$ cat src/sv/mgtr_pkg.sv
// ----------------------------------------------------------------------------
// mgtr_pkg
// Types, widths and constants of the Moran transition row block.
// ----------------------------------------------------------------------------
package mgtr_pkg;

   localparam int POP_SIZE_DEF = 8;

   // Field and register widths.
   localparam int MASK_W     = 8;
   localparam int PROB_W     = 17;
   localparam int ADJ_W      = 64;
   localparam int ADJ_IDX_W  = 6;
   localparam int FIT_W      = 16;
   localparam int CSR_IDX_W  = 2;
   localparam int CSR_DATA_W = 64;

   // Datapath widths, sized for up to eight vertices.
   localparam int CNT_MAX_W  = 4;
   localparam int S_W        = 20;
   localparam int PROD_W     = FIT_W + CNT_MAX_W;
   localparam int NUM_W      = 36;
   localparam int DEN_W      = 24;
   localparam int SUM_W      = NUM_W + 4;

   // Divider retires this many quotient bits per cycle.
   localparam int DIV_BITS   = 2;
   localparam int DIV_STEPS  = NUM_W / DIV_BITS;
   localparam int DSTEP_W    = $clog2(DIV_STEPS);

   // Fixed-point shifts.
   localparam int Q12_SHIFT    = 12;
   localparam int Q16_SHIFT    = 16;
   localparam int DB_MUT_SHIFT = 28;

   localparam logic [FIT_W-1:0] ONE_Q12 = FIT_W'(4096);
   localparam logic [SUM_W-1:0] ONE_Q16 = SUM_W'(65536);

   // Register indexes of the configuration port.
   localparam logic [CSR_IDX_W-1:0] CSR_ADJACENCY = 2'd0;
   localparam logic [CSR_IDX_W-1:0] CSR_FITNESS   = 2'd1;
   localparam logic [CSR_IDX_W-1:0] CSR_RULE      = 2'd2;

   localparam logic [FIT_W-1:0] FITNESS_RESET = FIT_W'(4096);

   // Update rule codes.
   localparam logic RULE_BIRTH_DEATH = 1'b0;
   localparam logic RULE_DEATH_BIRTH = 1'b1;

   typedef enum logic [2:0] {
      ST_IDLE,
      ST_SCAN,
      ST_MUL,
      ST_DEN,
      ST_DIV,
      ST_OUT,
      ST_SELF
   } st_type;

   // Status from the datapath to the sequencer.
   typedef struct packed {
      logic req_valid;
      logic k_last;
      logic j_last;
      logic div_done;
      logic slot_free;
   } sts_type;

   // Commands from the sequencer to the datapath.
   typedef struct packed {
      logic idle;
      logic start_item;
      logic scan_step;
      logic mul_step;
      logic div_start;
      logic emit_flip;
      logic emit_self;
   } cmd_type;

   // Truncated 65536 / d for an outdegree d; zero degree gives zero.
   function automatic logic [PROB_W-1:0] recip_q16(input logic [CNT_MAX_W-1:0] d);
      logic [PROB_W-1:0] r;
      case (d)
         4'd1:    r = 17'd65536;
         4'd2:    r = 17'd32768;
         4'd3:    r = 17'd21845;
         4'd4:    r = 17'd16384;
         4'd5:    r = 17'd13107;
         4'd6:    r = 17'd10922;
         4'd7:    r = 17'd9362;
         4'd8:    r = 17'd8192;
         default: r = '0;
      endcase
      return r;
   endfunction

endpackage

$ cat src/sv/moran_graph_transition_row_top.sv
// ----------------------------------------------------------------------------
// moran_graph_transition_row_top
// Moran-process transition row on a directed graph: one state mask in,
// one flip probability per vertex and then the self-loop out.
// ----------------------------------------------------------------------------
//  channel   direction  handshake             payload
//  req       in         req_valid/req_stall   req_state_mask
//  rsp       out        rsp_valid/rsp_stall   rsp_probability, rsp_from_state,
//                                             rsp_to_state, rsp_last
//  csr       in         csr_wr_en             csr_index, csr_wdata
//
// The shared divider sets most of the time that one state takes when the
// output does not stall. Each vertex takes a neighbor scan over the source
// rows, the fitness products, the divider operands, the divide and the emit.
// req_stall is high from the transfer of a state until its self-loop result
// has been loaded into the output register. A stalled result holds the
// sequencer in its emit state until the output register is free.
// Reset is synchronous and restores the configuration register defaults.
// ----------------------------------------------------------------------------
module moran_graph_transition_row_top #(
   parameter int POP_SIZE = mgtr_pkg::POP_SIZE_DEF
) (
   input  logic                             clock,
   input  logic                             reset,
   input  logic                             req_valid,
   output logic                             req_stall,
   input  logic [mgtr_pkg::MASK_W-1:0]      req_state_mask,
   output logic                             rsp_valid,
   input  logic                             rsp_stall,
   output logic [mgtr_pkg::PROB_W-1:0]      rsp_probability,
   output logic [mgtr_pkg::MASK_W-1:0]      rsp_from_state,
   output logic [mgtr_pkg::MASK_W-1:0]      rsp_to_state,
   output logic                             rsp_last,
   input  logic                             csr_wr_en,
   input  logic [mgtr_pkg::CSR_IDX_W-1:0]   csr_index,
   input  logic [mgtr_pkg::CSR_DATA_W-1:0]  csr_wdata
);
   import mgtr_pkg::*;

   localparam int KW    = $clog2(POP_SIZE);
   localparam int CNT_W = $clog2(POP_SIZE + 1);

   // Configuration registers.
   logic [ADJ_W-1:0]   adj_ff;
   logic [FIT_W-1:0]   fit_ff;
   logic               rule_ff;

   // Per-state and per-vertex working registers.
   logic [MASK_W-1:0]  mask_ff;
   logic [KW-1:0]      j_ff, j_in;
   logic [KW-1:0]      k_ff, k_in;
   logic [CNT_W-1:0]   m_ff, m_in;
   logic [CNT_W-1:0]   n_ff, n_in;
   logic [CNT_W-1:0]   c_ff, c_in;
   logic [S_W-1:0]     s_ff, s_in;
   logic [PROD_W-1:0]  prod_ff;
   logic [NUM_W-1:0]   bd_num_ff;
   logic [SUM_W-1:0]   sum_ff, sum_in;

   // Output register.
   logic               rsp_valid_ff, rsp_valid_in;
   logic [PROB_W-1:0]  rsp_prob_ff, rsp_prob_in;
   logic [MASK_W-1:0]  rsp_from_ff, rsp_from_in;
   logic [MASK_W-1:0]  rsp_to_ff, rsp_to_in;
   logic               rsp_last_ff, rsp_last_in;

   sts_type            sts;
   cmd_type            cmd;

   logic               jm;
   logic               k_last, j_last;
   logic               slot_free;
   logic [NUM_W-1:0]   div_num;
   logic [DEN_W-1:0]   div_den;
   logic               div_done;
   logic [NUM_W-1:0]   div_quo;
   logic [CNT_W-1:0]   deg;
   logic               edge_kj;
   logic [PROB_W-1:0]  self_prob;

   // ---------------------------------------------------------------- config
   always_ff @(posedge clock) begin
      if (reset) begin
         adj_ff  <= '0;
         fit_ff  <= FITNESS_RESET;
         rule_ff <= RULE_BIRTH_DEATH;
      end else if (csr_wr_en) begin
         case (csr_index)
            CSR_ADJACENCY: adj_ff  <= csr_wdata;
            CSR_FITNESS:   fit_ff  <= csr_wdata[FIT_W-1:0];
            CSR_RULE:      rule_ff <= csr_wdata[0];
            default:       adj_ff  <= adj_ff;
         endcase
      end
   end

   // ---------------------------------------------------------------- status
   assign jm        = mask_ff[j_ff];
   assign k_last    = (k_ff == KW'(POP_SIZE - 1));
   assign j_last    = (j_ff == KW'(POP_SIZE - 1));
   assign slot_free = !rsp_valid_ff || !rsp_stall;

   always_comb begin
      sts           = '0;
      sts.req_valid = req_valid;
      sts.k_last    = k_last;
      sts.j_last    = j_last;
      sts.div_done  = div_done;
      sts.slot_free = slot_free;
   end

   assign req_stall = !cmd.idle;

   mgtr_ctrl u_ctrl (
      .clock (clock),
      .reset (reset),
      .sts   (sts),
      .cmd   (cmd)
   );

   // ---------------------------------------------------------- neighbor scan
   // Outdegree of the source row k and the edge from k to the current vertex.
   always_comb begin
      logic [ADJ_IDX_W-1:0] base;
      base = ADJ_IDX_W'(k_ff) * ADJ_IDX_W'(POP_SIZE);
      deg  = '0;
      for (int t = 0; t < POP_SIZE; t++) begin
         deg = deg + CNT_W'(adj_ff[base + ADJ_IDX_W'(t)]);
      end
      edge_kj = adj_ff[base + ADJ_IDX_W'(j_ff)];
   end

   always_comb begin
      logic km;
      km   = mask_ff[k_ff];
      k_in = k_ff;
      m_in = m_ff;
      n_in = n_ff;
      c_in = c_ff;
      s_in = s_ff;
      if (cmd.start_item || cmd.emit_flip) begin
         k_in = '0;
         m_in = '0;
         n_in = '0;
         c_in = '0;
         s_in = '0;
      end else if (cmd.scan_step) begin
         k_in = k_last ? '0 : k_ff + KW'(1);
         if (km) m_in = m_ff + CNT_W'(1);
         if (edge_kj) begin
            n_in = n_ff + CNT_W'(1);
            if (km) c_in = c_ff + CNT_W'(1);
            if (km != jm) s_in = s_ff + S_W'(recip_q16(CNT_MAX_W'(deg)));
         end
      end
   end

   always_ff @(posedge clock) begin
      if (reset) begin
         k_ff <= '0;
         j_ff <= '0;
      end else begin
         k_ff <= k_in;
         j_ff <= j_in;
      end
   end

   always_ff @(posedge clock) begin
      m_ff <= m_in;
      n_ff <= n_in;
      c_ff <= c_in;
      s_ff <= s_in;
      if (cmd.start_item) mask_ff <= req_state_mask;
   end

   // ------------------------------------------------------------------ setup
   // First cycle: the fitness products. Second cycle: the divider operands.
   always_ff @(posedge clock) begin
      if (cmd.mul_step) begin
         prod_ff   <= PROD_W'(fit_ff) * PROD_W'(rule_ff ? c_ff : m_ff);
         bd_num_ff <= NUM_W'(s_ff) * NUM_W'(jm ? ONE_Q12 : fit_ff);
      end
   end

   always_comb begin
      logic [CNT_W-1:0] nmc;
      logic [CNT_W-1:0] wm;
      logic [DEN_W-1:0] db_base;
      logic [DEN_W-1:0] db_den;
      logic [DEN_W-1:0] bd_den;
      logic [NUM_W-1:0] db_num;
      nmc     = n_ff - c_ff;
      wm      = CNT_W'(POP_SIZE) - m_ff;
      bd_den  = DEN_W'(prod_ff) + (DEN_W'(wm) << Q12_SHIFT);
      db_base = DEN_W'(prod_ff) + (DEN_W'(nmc) << Q12_SHIFT);
      db_den  = DEN_W'(db_base * DEN_W'(POP_SIZE));
      db_num  = jm ? (NUM_W'(nmc) << DB_MUT_SHIFT) : (NUM_W'(prod_ff) << Q16_SHIFT);
      div_num = (rule_ff == RULE_DEATH_BIRTH) ? db_num : bd_num_ff;
      div_den = (rule_ff == RULE_DEATH_BIRTH) ? db_den : bd_den;
   end

   mgtr_div u_div (
      .clock (clock),
      .reset (reset),
      .start (cmd.div_start),
      .num   (div_num),
      .den   (div_den),
      .done  (div_done),
      .quo   (div_quo)
   );

   // ---------------------------------------------------------------- results
   assign self_prob = (sum_ff >= ONE_Q16) ? '0 : PROB_W'(ONE_Q16 - sum_ff);

   always_comb begin
      j_in         = j_ff;
      sum_in       = sum_ff;
      rsp_prob_in  = rsp_prob_ff;
      rsp_from_in  = rsp_from_ff;
      rsp_to_in    = rsp_to_ff;
      rsp_last_in  = rsp_last_ff;
      rsp_valid_in = rsp_valid_ff && rsp_stall;
      if (cmd.start_item) begin
         j_in   = '0;
         sum_in = '0;
      end
      if (cmd.emit_flip) begin
         j_in         = j_last ? '0 : j_ff + KW'(1);
         sum_in       = sum_ff + SUM_W'(div_quo);
         rsp_prob_in  = div_quo[PROB_W-1:0];
         rsp_from_in  = mask_ff;
         rsp_to_in    = mask_ff ^ (MASK_W'(1) << j_ff);
         rsp_last_in  = 1'b0;
         rsp_valid_in = 1'b1;
      end else if (cmd.emit_self) begin
         rsp_prob_in  = self_prob;
         rsp_from_in  = mask_ff;
         rsp_to_in    = mask_ff;
         rsp_last_in  = 1'b1;
         rsp_valid_in = 1'b1;
      end
   end

   always_ff @(posedge clock) begin
      if (reset) begin
         rsp_valid_ff <= 1'b0;
      end else begin
         rsp_valid_ff <= rsp_valid_in;
      end
   end

   always_ff @(posedge clock) begin
      sum_ff      <= sum_in;
      rsp_prob_ff <= rsp_prob_in;
      rsp_from_ff <= rsp_from_in;
      rsp_to_ff   <= rsp_to_in;
      rsp_last_ff <= rsp_last_in;
   end

   // The source state is registered with the result, since a new state may be
   // taken while the self-loop result still waits.
   assign rsp_valid       = rsp_valid_ff;
   assign rsp_probability = rsp_prob_ff;
   assign rsp_from_state  = rsp_from_ff;
   assign rsp_to_state    = rsp_to_ff;
   assign rsp_last        = rsp_last_ff;

endmodule

$ cat src/sv/mgtr_div.sv
// ----------------------------------------------------------------------------
// mgtr_div
// Shared restoring divider, two quotient bits per cycle, zero divisor gives 0.
// ----------------------------------------------------------------------------
module mgtr_div (
   input  logic                        clock,
   input  logic                        reset,
   input  logic                        start,
   input  logic [mgtr_pkg::NUM_W-1:0]  num,
   input  logic [mgtr_pkg::DEN_W-1:0]  den,
   output logic                        done,
   output logic [mgtr_pkg::NUM_W-1:0]  quo
);
   import mgtr_pkg::*;

   logic                 busy_ff, busy_in;
   logic                 done_ff, done_in;
   logic [DSTEP_W-1:0]   cnt_ff, cnt_in;
   logic [DEN_W-1:0]     rem_ff, rem_in;
   logic [NUM_W-1:0]     sh_ff, sh_in;
   logic [DEN_W-1:0]     den_ff, den_in;
   logic                 dz_ff, dz_in;
   logic                 last_step;

   assign last_step = (cnt_ff == DSTEP_W'(DIV_STEPS - 1));

   // The shift register holds the dividend bits still to be brought down in
   // its upper part and the quotient bits already formed in its lower part.
   always_comb begin
      logic [DEN_W:0]   t;
      logic [DEN_W-1:0] r;
      logic [NUM_W-1:0] s;
      r = rem_ff;
      s = sh_ff;
      for (int i = 0; i < DIV_BITS; i++) begin
         t = {r, s[NUM_W-1]};
         s = {s[NUM_W-2:0], 1'b0};
         if (t >= {1'b0, den_ff}) begin
            r    = DEN_W'(t - {1'b0, den_ff});
            s[0] = 1'b1;
         end else begin
            r = t[DEN_W-1:0];
         end
      end
      busy_in = busy_ff;
      done_in = 1'b0;
      cnt_in  = cnt_ff;
      rem_in  = rem_ff;
      sh_in   = sh_ff;
      den_in  = den_ff;
      dz_in   = dz_ff;
      if (start) begin
         busy_in = 1'b1;
         cnt_in  = '0;
         rem_in  = '0;
         sh_in   = num;
         den_in  = den;
         dz_in   = (den == '0);
      end else if (busy_ff) begin
         rem_in = r;
         sh_in  = s;
         cnt_in = cnt_ff + DSTEP_W'(1);
         if (last_step) begin
            busy_in = 1'b0;
            done_in = 1'b1;
         end
      end
   end

   always_ff @(posedge clock) begin
      if (reset) begin
         busy_ff <= 1'b0;
         done_ff <= 1'b0;
         cnt_ff  <= '0;
      end else begin
         busy_ff <= busy_in;
         done_ff <= done_in;
         cnt_ff  <= cnt_in;
      end
   end

   always_ff @(posedge clock) begin
      rem_ff <= rem_in;
      sh_ff  <= sh_in;
      den_ff <= den_in;
      dz_ff  <= dz_in;
   end

   assign done = done_ff;
   assign quo  = dz_ff ? '0 : sh_ff;

endmodule

$ cat src/sv/mgtr_ctrl.sv
// ----------------------------------------------------------------------------
// mgtr_ctrl
// Sequencer: neighbor scan, setup, divide and emit for each vertex in turn, then the self-loop emit.
// ----------------------------------------------------------------------------
module mgtr_ctrl (
   input  logic               clock,
   input  logic               reset,
   input  mgtr_pkg::sts_type  sts,
   output mgtr_pkg::cmd_type  cmd
);
   import mgtr_pkg::*;

   st_type state_ff, state_in;

   always_comb begin
      state_in = state_ff;
      case (state_ff)
         ST_IDLE: if (sts.req_valid) state_in = ST_SCAN;
         ST_SCAN: if (sts.k_last) state_in = ST_MUL;
         ST_MUL:  state_in = ST_DEN;
         ST_DEN:  state_in = ST_DIV;
         ST_DIV:  if (sts.div_done) state_in = ST_OUT;
         ST_OUT: begin
            if (sts.slot_free) state_in = sts.j_last ? ST_SELF : ST_SCAN;
         end
         ST_SELF: if (sts.slot_free) state_in = ST_IDLE;
         default: state_in = ST_IDLE;
      endcase
   end

   always_comb begin
      cmd = '0;
      case (state_ff)
         ST_IDLE: begin
            cmd.idle       = 1'b1;
            cmd.start_item = sts.req_valid;
         end
         ST_SCAN: cmd.scan_step = 1'b1;
         ST_MUL:  cmd.mul_step  = 1'b1;
         ST_DEN:  cmd.div_start = 1'b1;
         ST_DIV:  cmd = '0;
         ST_OUT:  cmd.emit_flip = sts.slot_free;
         ST_SELF: cmd.emit_self = sts.slot_free;
         default: cmd = '0;
      endcase
   end

   always_ff @(posedge clock) begin
      if (reset) begin
         state_ff <= ST_IDLE;
      end else begin
         state_ff <= state_in;
      end
   end

endmodule

$ cat config.mk
export PLATFORM = sky130hd
export DESIGN_NAME = moran_graph_transition_row_top
export DESIGN_NICKNAME = d
export VERILOG_FILES = /design/src/sv/mgtr_pkg.sv /design/src/sv/moran_graph_transition_row_top.sv /design/src/sv/mgtr_div.sv /design/src/sv/mgtr_ctrl.sv
export SDC_FILE = /design/constraint.sdc
export NUM_CORES = 2
export LEC_CHECK = 0
export BUFFER_PORTS_ARGS = -buffer_cell sky130_fd_sc_hd__buf_2
export CAP_MARGIN = 20
export CORE_UTILIZATION = 55
export DETAILED_ROUTE_END_ITERATION = 7
export PLACE_DENSITY_LB_ADDON = 0.05
export SLEW_MARGIN = 5
export SYNTH_ARGS = -nofsm -noshare
export SYNTH_HDL_FRONTEND = slang
export SYNTH_HIERARCHICAL = 1
export SYNTH_SLANG_ARGS = --single-unit
$ cat constraint.sdc
create_clock -name clock -period 8.3 [get_ports clock]
set_input_delay 1.66 -clock clock [delete_from_list [all_inputs] [get_ports clock]]
set_output_delay 1.66 -clock clock [all_outputs]
set_load 0.005 [all_outputs]
* Yosys cells after proc, flatten, opt, wreduce, memory -nomap -nowiden *
Memories as Yosys holds them, arrays and structs flattened.
Cells that the tools add are included.

word-level totals
  memories = 1
  bits in registers = 353
  output and inout bits = 36
  logic and storage cells = 185
  input port bits = 79
  ROM bits = 272

memory list
  name              depth  bits a word  read ports  clocked after memory_dff  write ports  RTL line        source
  (name not given)  16     17           1           0                         0            mgtr_pkg.sv:83  case (d)

cells by class
  muxes and demuxes = 69
  add/sub/neg operators = 30
  reduce and logical (&&, ||, !) cells = 23
  magnitude comparators = 14
  equal/unequal tests = 17
  shift-type cells = 1
  multiply operators = 2
  bitwise gates (word level) = 2

operators with widths
  operator                                                                               count
  36-bit 2-to-1 mux                                                                      5
  17-bit 2-to-1 mux                                                                      7
  40-bit 2-to-1 mux                                                                      2
  24-bit 2-to-1 mux                                                                      3
  6-bit by 7-bit less-than comparator with 1-bit output, second input constant           9
  25-bit by 24-bit greater-or-equal comparator with 1-bit output                         2
  1-bit binary-select mux with 6-bit select                                              8
  24-bit subtractor                                                                      2
  20-bit by 16-bit adder with 21-bit output                                              2
  40-bit by 36-bit adder with 40-bit output                                              1
  40-bit by 17-bit greater-or-equal comparator with 1-bit output, second input constant  1
  20-bit by 16-bit multiplier with 36-bit output                                         1
  3-bit 2-to-1 mux                                                                       10
  6-bit by 3-bit adder with 6-bit output, second input constant                          4
  24-bit logical NOT                                                                     1
  1-bit 2-to-1 mux                                                                       24
  8-bit 2-to-1 mux                                                                       3
  3-bit case mux with 7 select lines                                                     1
  20-bit by 17-bit adder with 20-bit output                                              1
  16-bit by 4-bit multiplier with 20-bit output                                          1
  17-bit subtractor, first input constant                                                1
  4-bit by 1-bit adder with 4-bit output                                                 4
  16-bit 2-to-1 mux                                                                      1
  3-bit == test, second input constant                                                   5
  37 further kinds                                                                       59

* Longest topological paths before layout *
An unclocked memory read counts as a cell.

  depth in word-level cells = 16
  mapped depth = 31
  depth with buffers taken out = 26

* Cells and area by module *
The synthesis kept the hierarchy.

by module, submodules not included
  module                          area each (um2)  seq. area each (um2)  cells each  times used
  moran_graph_transition_row_top  26805.7          6536.3                2903        1
  mgtr_div                        6855.3           2452.4                707         1
  mgtr_ctrl                       306.5            60.1                  40          1

* Least setup slack after synthesis *
Ideal clock, no wire load.

  kind = register -> register
  from = reg j_ff[0]
  to = reg bd_num_ff[34], data pin
  period minus slack after synthesis = 7.525 ns
  setup slack = 0.775 ns
  arrival = 7.267 ns
  required time = 8.042 ns
  stages on the path, launching flop included = 29
  buffers on the path = 4
  library setup time = 0.258 ns
  path through = dfxtp_1 -> buf_6 -> mux4_2 -> nand2_1 -> and2_1 -> buf_2 -> clkbuf_1 -> and2_1 -> clkbuf_1 -> nand2_1 -> fa_1 -> inv_1 -> fa_1 -> fa_1 -> fa_1 -> fa_1 -> inv_1 -> fa_1 -> inv_1 -> ha_1 -> a21o_1 -> a21o_1 -> a21oi_1 -> a2bb2oi_1 -> o311ai_1 -> a31oi_1 -> o21ai_1 -> a31oi_1 -> xnor2_1

on the way
  word-level cells in the longest chain between the ends = 4

RTL lines
  item                                            RTL line                               source
  start, declared                                 moran_graph_transition_row_top.sv:50   logic [KW-1:0] j_ff, j_in;
  start signal, assigned                          moran_graph_transition_row_top.sv:164  j_ff <= j_in;
  1-bit binary-select mux with 3-bit select       moran_graph_transition_row_top.sv:98   assign jm = mask_ff[j_ff];
  1-bit 2-to-1 mux (not written as such)          moran_graph_transition_row_top.sv:98
  16-bit 2-to-1 mux                               moran_graph_transition_row_top.sv:181  bd_num_ff <= NUM_W'(s_ff) * NUM_W'(jm ? ONE_Q12 : fit_ff);
  20-bit by 16-bit multiplier with 36-bit output  moran_graph_transition_row_top.sv:181
  end signal, assigned                            moran_graph_transition_row_top.sv:181
  end, declared                                   moran_graph_transition_row_top.sv:57   logic [NUM_W-1:0] bd_num_ff;

Every way passes these cells. The select of a mux whose other input is x is not followed.
A chain may end at the register's enable or synchronous reset.

* Final worst setup path *
  from = reg mask_ff[7]
  to = reg bd_num_ff[34], data pin

on the way
  word-level cells in the longest chain between the ends = 4

RTL lines
  item                                            RTL line                               source
  start, declared                                 moran_graph_transition_row_top.sv:49   logic [MASK_W-1:0] mask_ff;
  start signal, assigned                          moran_graph_transition_row_top.sv:173  if (cmd.start_item) mask_ff <= req_state_mask;
  1-bit binary-select mux with 3-bit select       moran_graph_transition_row_top.sv:98
  1-bit 2-to-1 mux (not written as such)          moran_graph_transition_row_top.sv:98
  16-bit 2-to-1 mux                               moran_graph_transition_row_top.sv:181
  20-bit by 16-bit multiplier with 36-bit output  moran_graph_transition_row_top.sv:181

Every way passes these cells. The select of a mux whose other input is x is not followed.

==> results.ini <==
[outcome]
status = finished clean

[synthesis]
syn_avg_cell_area_um2 = 9.31
synth_area_mm2 = 0.0340
synth_edf_count = 198
yosysSeqAreaShare_pct = 26.6
synthCells = 3650
synth.ff_latch_count = 353
synthDistinctLibCells = 100
synth_flop_cell = edfxtp_1
yosysWarnings = 6
synth.net_count = 4285
synthArstFlopShare_pct = 0

[floorplan]
die_h_um = 251
dieArea_mm2 = 0.0628
rows = 90
start_util_pct = 56.0
die_w_um = 251
ios = 115
core_area_mm2 = 0.0607

[clocking]
clk_pin_slew_ns = 0.06
cts_tree = done
cts-root-buf = clkbuf_16
postCtsHoldBufs = 0
insertion_delay_ns = 0.57
cts_buffers = 41
clock-sinks = 353
clock_tree.buffer_depth = 3
h-tree-depth = 2

[worst_hold_path]
hold_path.class = flip-flop to flip-flop

[timing]
fin_crit_ns = 7.80
fin_tns_setup_ns = 0
slew_headroom_pct = 28.5
grt_setup_unrepaired = no
finalCritPeriodShare_pct = 94.0
hold_violations = 0
fmax_mhz = 128
worstMarginPinSlew_ns = 1.07
finalSetupViolCount = 0
clock_skew_ns = 0.0184
final_max_slew_viol_count = 0

[worst_setup_path]
slowest_stage = fa_1
slowest_delay_ns = 0.54
arrival_ns = 8.12
crit_path_start_kind = flip-flop
cp.buffers_inverters = 4
critPathTopFamily = adder cells
required_ns = 8.62
endpoint_kind = flip-flop
crit_type = flip-flop to flip-flop
cp_max_fo = 31
critPathMostFrequentCell = fa_1

[detailed_routing]
first_iter_violations = 1745
vias = 26500
totalWireLength_um = 92800
drt-pass1-iter-count = 5
viasPerCell = 5.90
wire_per_inst_um = 20.6
post-route-drc-count = 0
drtAntennaViolNets = 0

[placement]
gp_congestion = 0.933
dpl_cell_area_mm2 = 0.0352
post-dp-hpwl_um = 72100
io_buffers = 114

[layout]
fillers = 5283
drive_gt1_share_pct = 10.1
final_nets = 4314
area_growth_pct = 7.66
fin_area_mm2 = 0.0366

[global_routing]
overflow = 0
grt_use_total_pct = 29.6
grt_max_degree = 93
grt_pass1_vias = 26700
antenna_found_initial = 2
grt_first_pass_wirelength_um = 146000

[pwr]
p_leak_nw = 16.8
ir_drop_uv = 259
powerDensity_mw_per_mm2 = 199

[run]
maxCapViolations = 0

==> cells in the mapped netlist (22+ instances only) <==
cell	n	area share [%]
nand4_1	22	0.41
nand2_1	518	5.7
inv_1	398	4.4
and2_1	69	1.3
clkbuf_1	153	1.7
xor2_1	56	1.4
and3_1	159	2.9
o21ai_0	114	1.7
edfxtp_1	198	18
fa_1	289	17
nand2b_1	25	0.46
mux4_2	32	2.1
nand3_1	38	0.56
nor4_1	26	0.48
a21oi_1	230	3.4
ha_1	267	9.8
mux2i_1	34	1.0
xnor2_1	106	2.7
a21o_1	65	1.4
mux2_2	52	1.7
nor2_1	154	1.7
nor2b_1	87	1.6
dfxtp_1	155	9.1
a211oi_1	31	0.69
o21a_1	24	0.53
nor3_1	41	0.60
==> metal layers <==
| metal | global-route usage [%] | part of all wire (%) | routed length, um | vias to the layer above |
|---|---|---|---|---|
| met3 | 5.36 | 6.1 | 5650 | 183 |
| met4 | 10.9 | 3.6 | 3360 | 2 |
| met1 | 38.1 | 43 | 39700 | 13000 |
| met5 | 0 | 0.0086 | 8 | - |
| met2 | 49.8 | 47 | 44000 | 802 |
| li1 | - | - | - | 12600 |
==> layout make-up <==
| class | count | area, um^2 | share of cell area [%] |
|---|---|---|---|
| multi-input combinational | 2712 | 22700 | 62.0 |
| clock buffer | 64 | 1200 | 3.27 |
| tap | 782 | 978 | 2.68 |
| clock inverter | 11 | 145 | 0.397 |
| sequential | 353 | 9050 | 24.7 |
| antenna | 2 | 5.00 | 0.0137 |
| timing repair buffer | 171 | 1010 | 2.76 |
| inverter | 400 | 1500 | 4.11 |
==> where the power goes <==
part           internal [mW]  leakage [nW]  switching (mW)
sequential              2.06          3.15           0.159
combinational           1.28          13.0            1.96
clock                   1.09         0.651           0.740
==> path summary, 6_finish.rpt <==
check / startpoint / end / slack, ns / cells past startpoint
max: mask_ff[7] / bd_num_ff[34] / 0.50 / 25
min: rsp_last / rsp_last / 0.46 / 2
max reg2reg: mask_ff[7] / bd_num_ff[34] / 0.50 / 25
min reg2reg: rsp_last / rsp_last / 0.46 / 2
==> cell usage in the layout (no fill, tap or decap), types with 9 or more instances in the layout <==
master,count
a211oi_1,31
a21o_1,65
a21oi_1,230
a22o_1,13
a311oi_1,9
a31oi_1,20
and2_1,63
and3_1,159
buf_2,113
buf_4,57
clkbuf_1,15
clkbuf_16,42
dfxtp_1,154
edfxtp_1,198
fa_1,289
ha_1,267
inv_1,398
mux2_2,52
mux2i_1,33
mux4_2,32
nand2_1,518
nand2b_1,25
nand3_1,38
nand3b_1,12
nand4_1,22
nor2_1,151
nor2b_1,87
nor3_1,41
nor3b_1,10
nor4_1,26
o211ai_1,10
o21a_1,24
o21ai_0,114
o21bai_1,14
o2bb2ai_1,19
o31ai_1,12
or3_1,13
xnor2_1,106
xor2_1,56
==> kinds of logic (layout without fill, tap and decap cells) <==
family                   Yosys count  in the layout  share of synthesized area [%]
buffers and inverters            585            646                           6.73
AO/OA/AOI/OAI                    656            656                           12.6
flip-flops                       353            353                           26.6
adder cells (fa/ha/maj)          556            556                           26.9
multiplexers                     127            127                           5.51
XOR/XNOR                         162            162                           4.18
other                              0              2                              0
AND/OR/NAND/NOR                 1211           1211                           17.4
==> metrics by stage <==
stage	util [%]	setup WS, ns	power (mW)	hold WS, ns	instances
after detailed placement	58.0	0.384	5.42	0.459	4417
after CTS	60.2	0.392	7.27	0.472	4492
final	60.2	0.497	7.28	0.462	4495
after floorplan	-	0.775	4.68	0.441	3650
after global placement	58.0	0.499	5.37	0.453	4416
after global routing	60.2	0.00474	7.69	0.488	4493
==> sequential cells by signal (all words and copies together), names as in the netlist, 3 cells and up <==
| name | count |
|---|---|
| u_ctrl/state_ff | 3 |
| u_div/cnt_ff | 5 |
| k_ff | 3 |
| prod_ff | 20 |
| u_div/rem_ff | 24 |
| fit_ff | 16 |
| j_ff | 3 |
| adj_ff | 64 |
| mask_ff | 8 |
| n_ff | 4 |
| bd_num_ff | 36 |
| m_ff | 4 |
| c_ff | 4 |
| sum_ff | 40 |
| u_div/sh_ff | 36 |
| rsp_from_state | 8 |
| rsp_to_state | 8 |
| rsp_probability | 17 |
| u_div/den_ff | 24 |
| s_ff | 20 |
==> timing repair <==
action / 4_1_cts / 5_1_grt
buffers inserted: 0 / 0
resized for setup: 0 / 5
setup endpoints to repair: 0 / 7
==> worst register-to-register path, cell delays in order, from the launching register on <==
cell and delay, ns:
edfxtp_1 0.45, mux4_2 0.50, nand2_1 0.10, and2_4 0.37, buf_4 0.33, and2_1 0.35, nand2_1 0.14, fa_1 0.46
inv_1 0.09, fa_1 0.45, fa_1 0.53, fa_1 0.52, fa_1 0.54, inv_1 0.05, fa_1 0.53, inv_1 0.04
ha_1 0.35, nand2_1 0.06, o21ai_0 0.28, o2bb2ai_1 0.16, a21oi_1 0.09, o311ai_1 0.43, a31oi_1 0.24, o21ai_1 0.24
a31oi_1 0.13, xnor2_1 0.13
No activity file was read; power rests on OpenSTA's default activity.
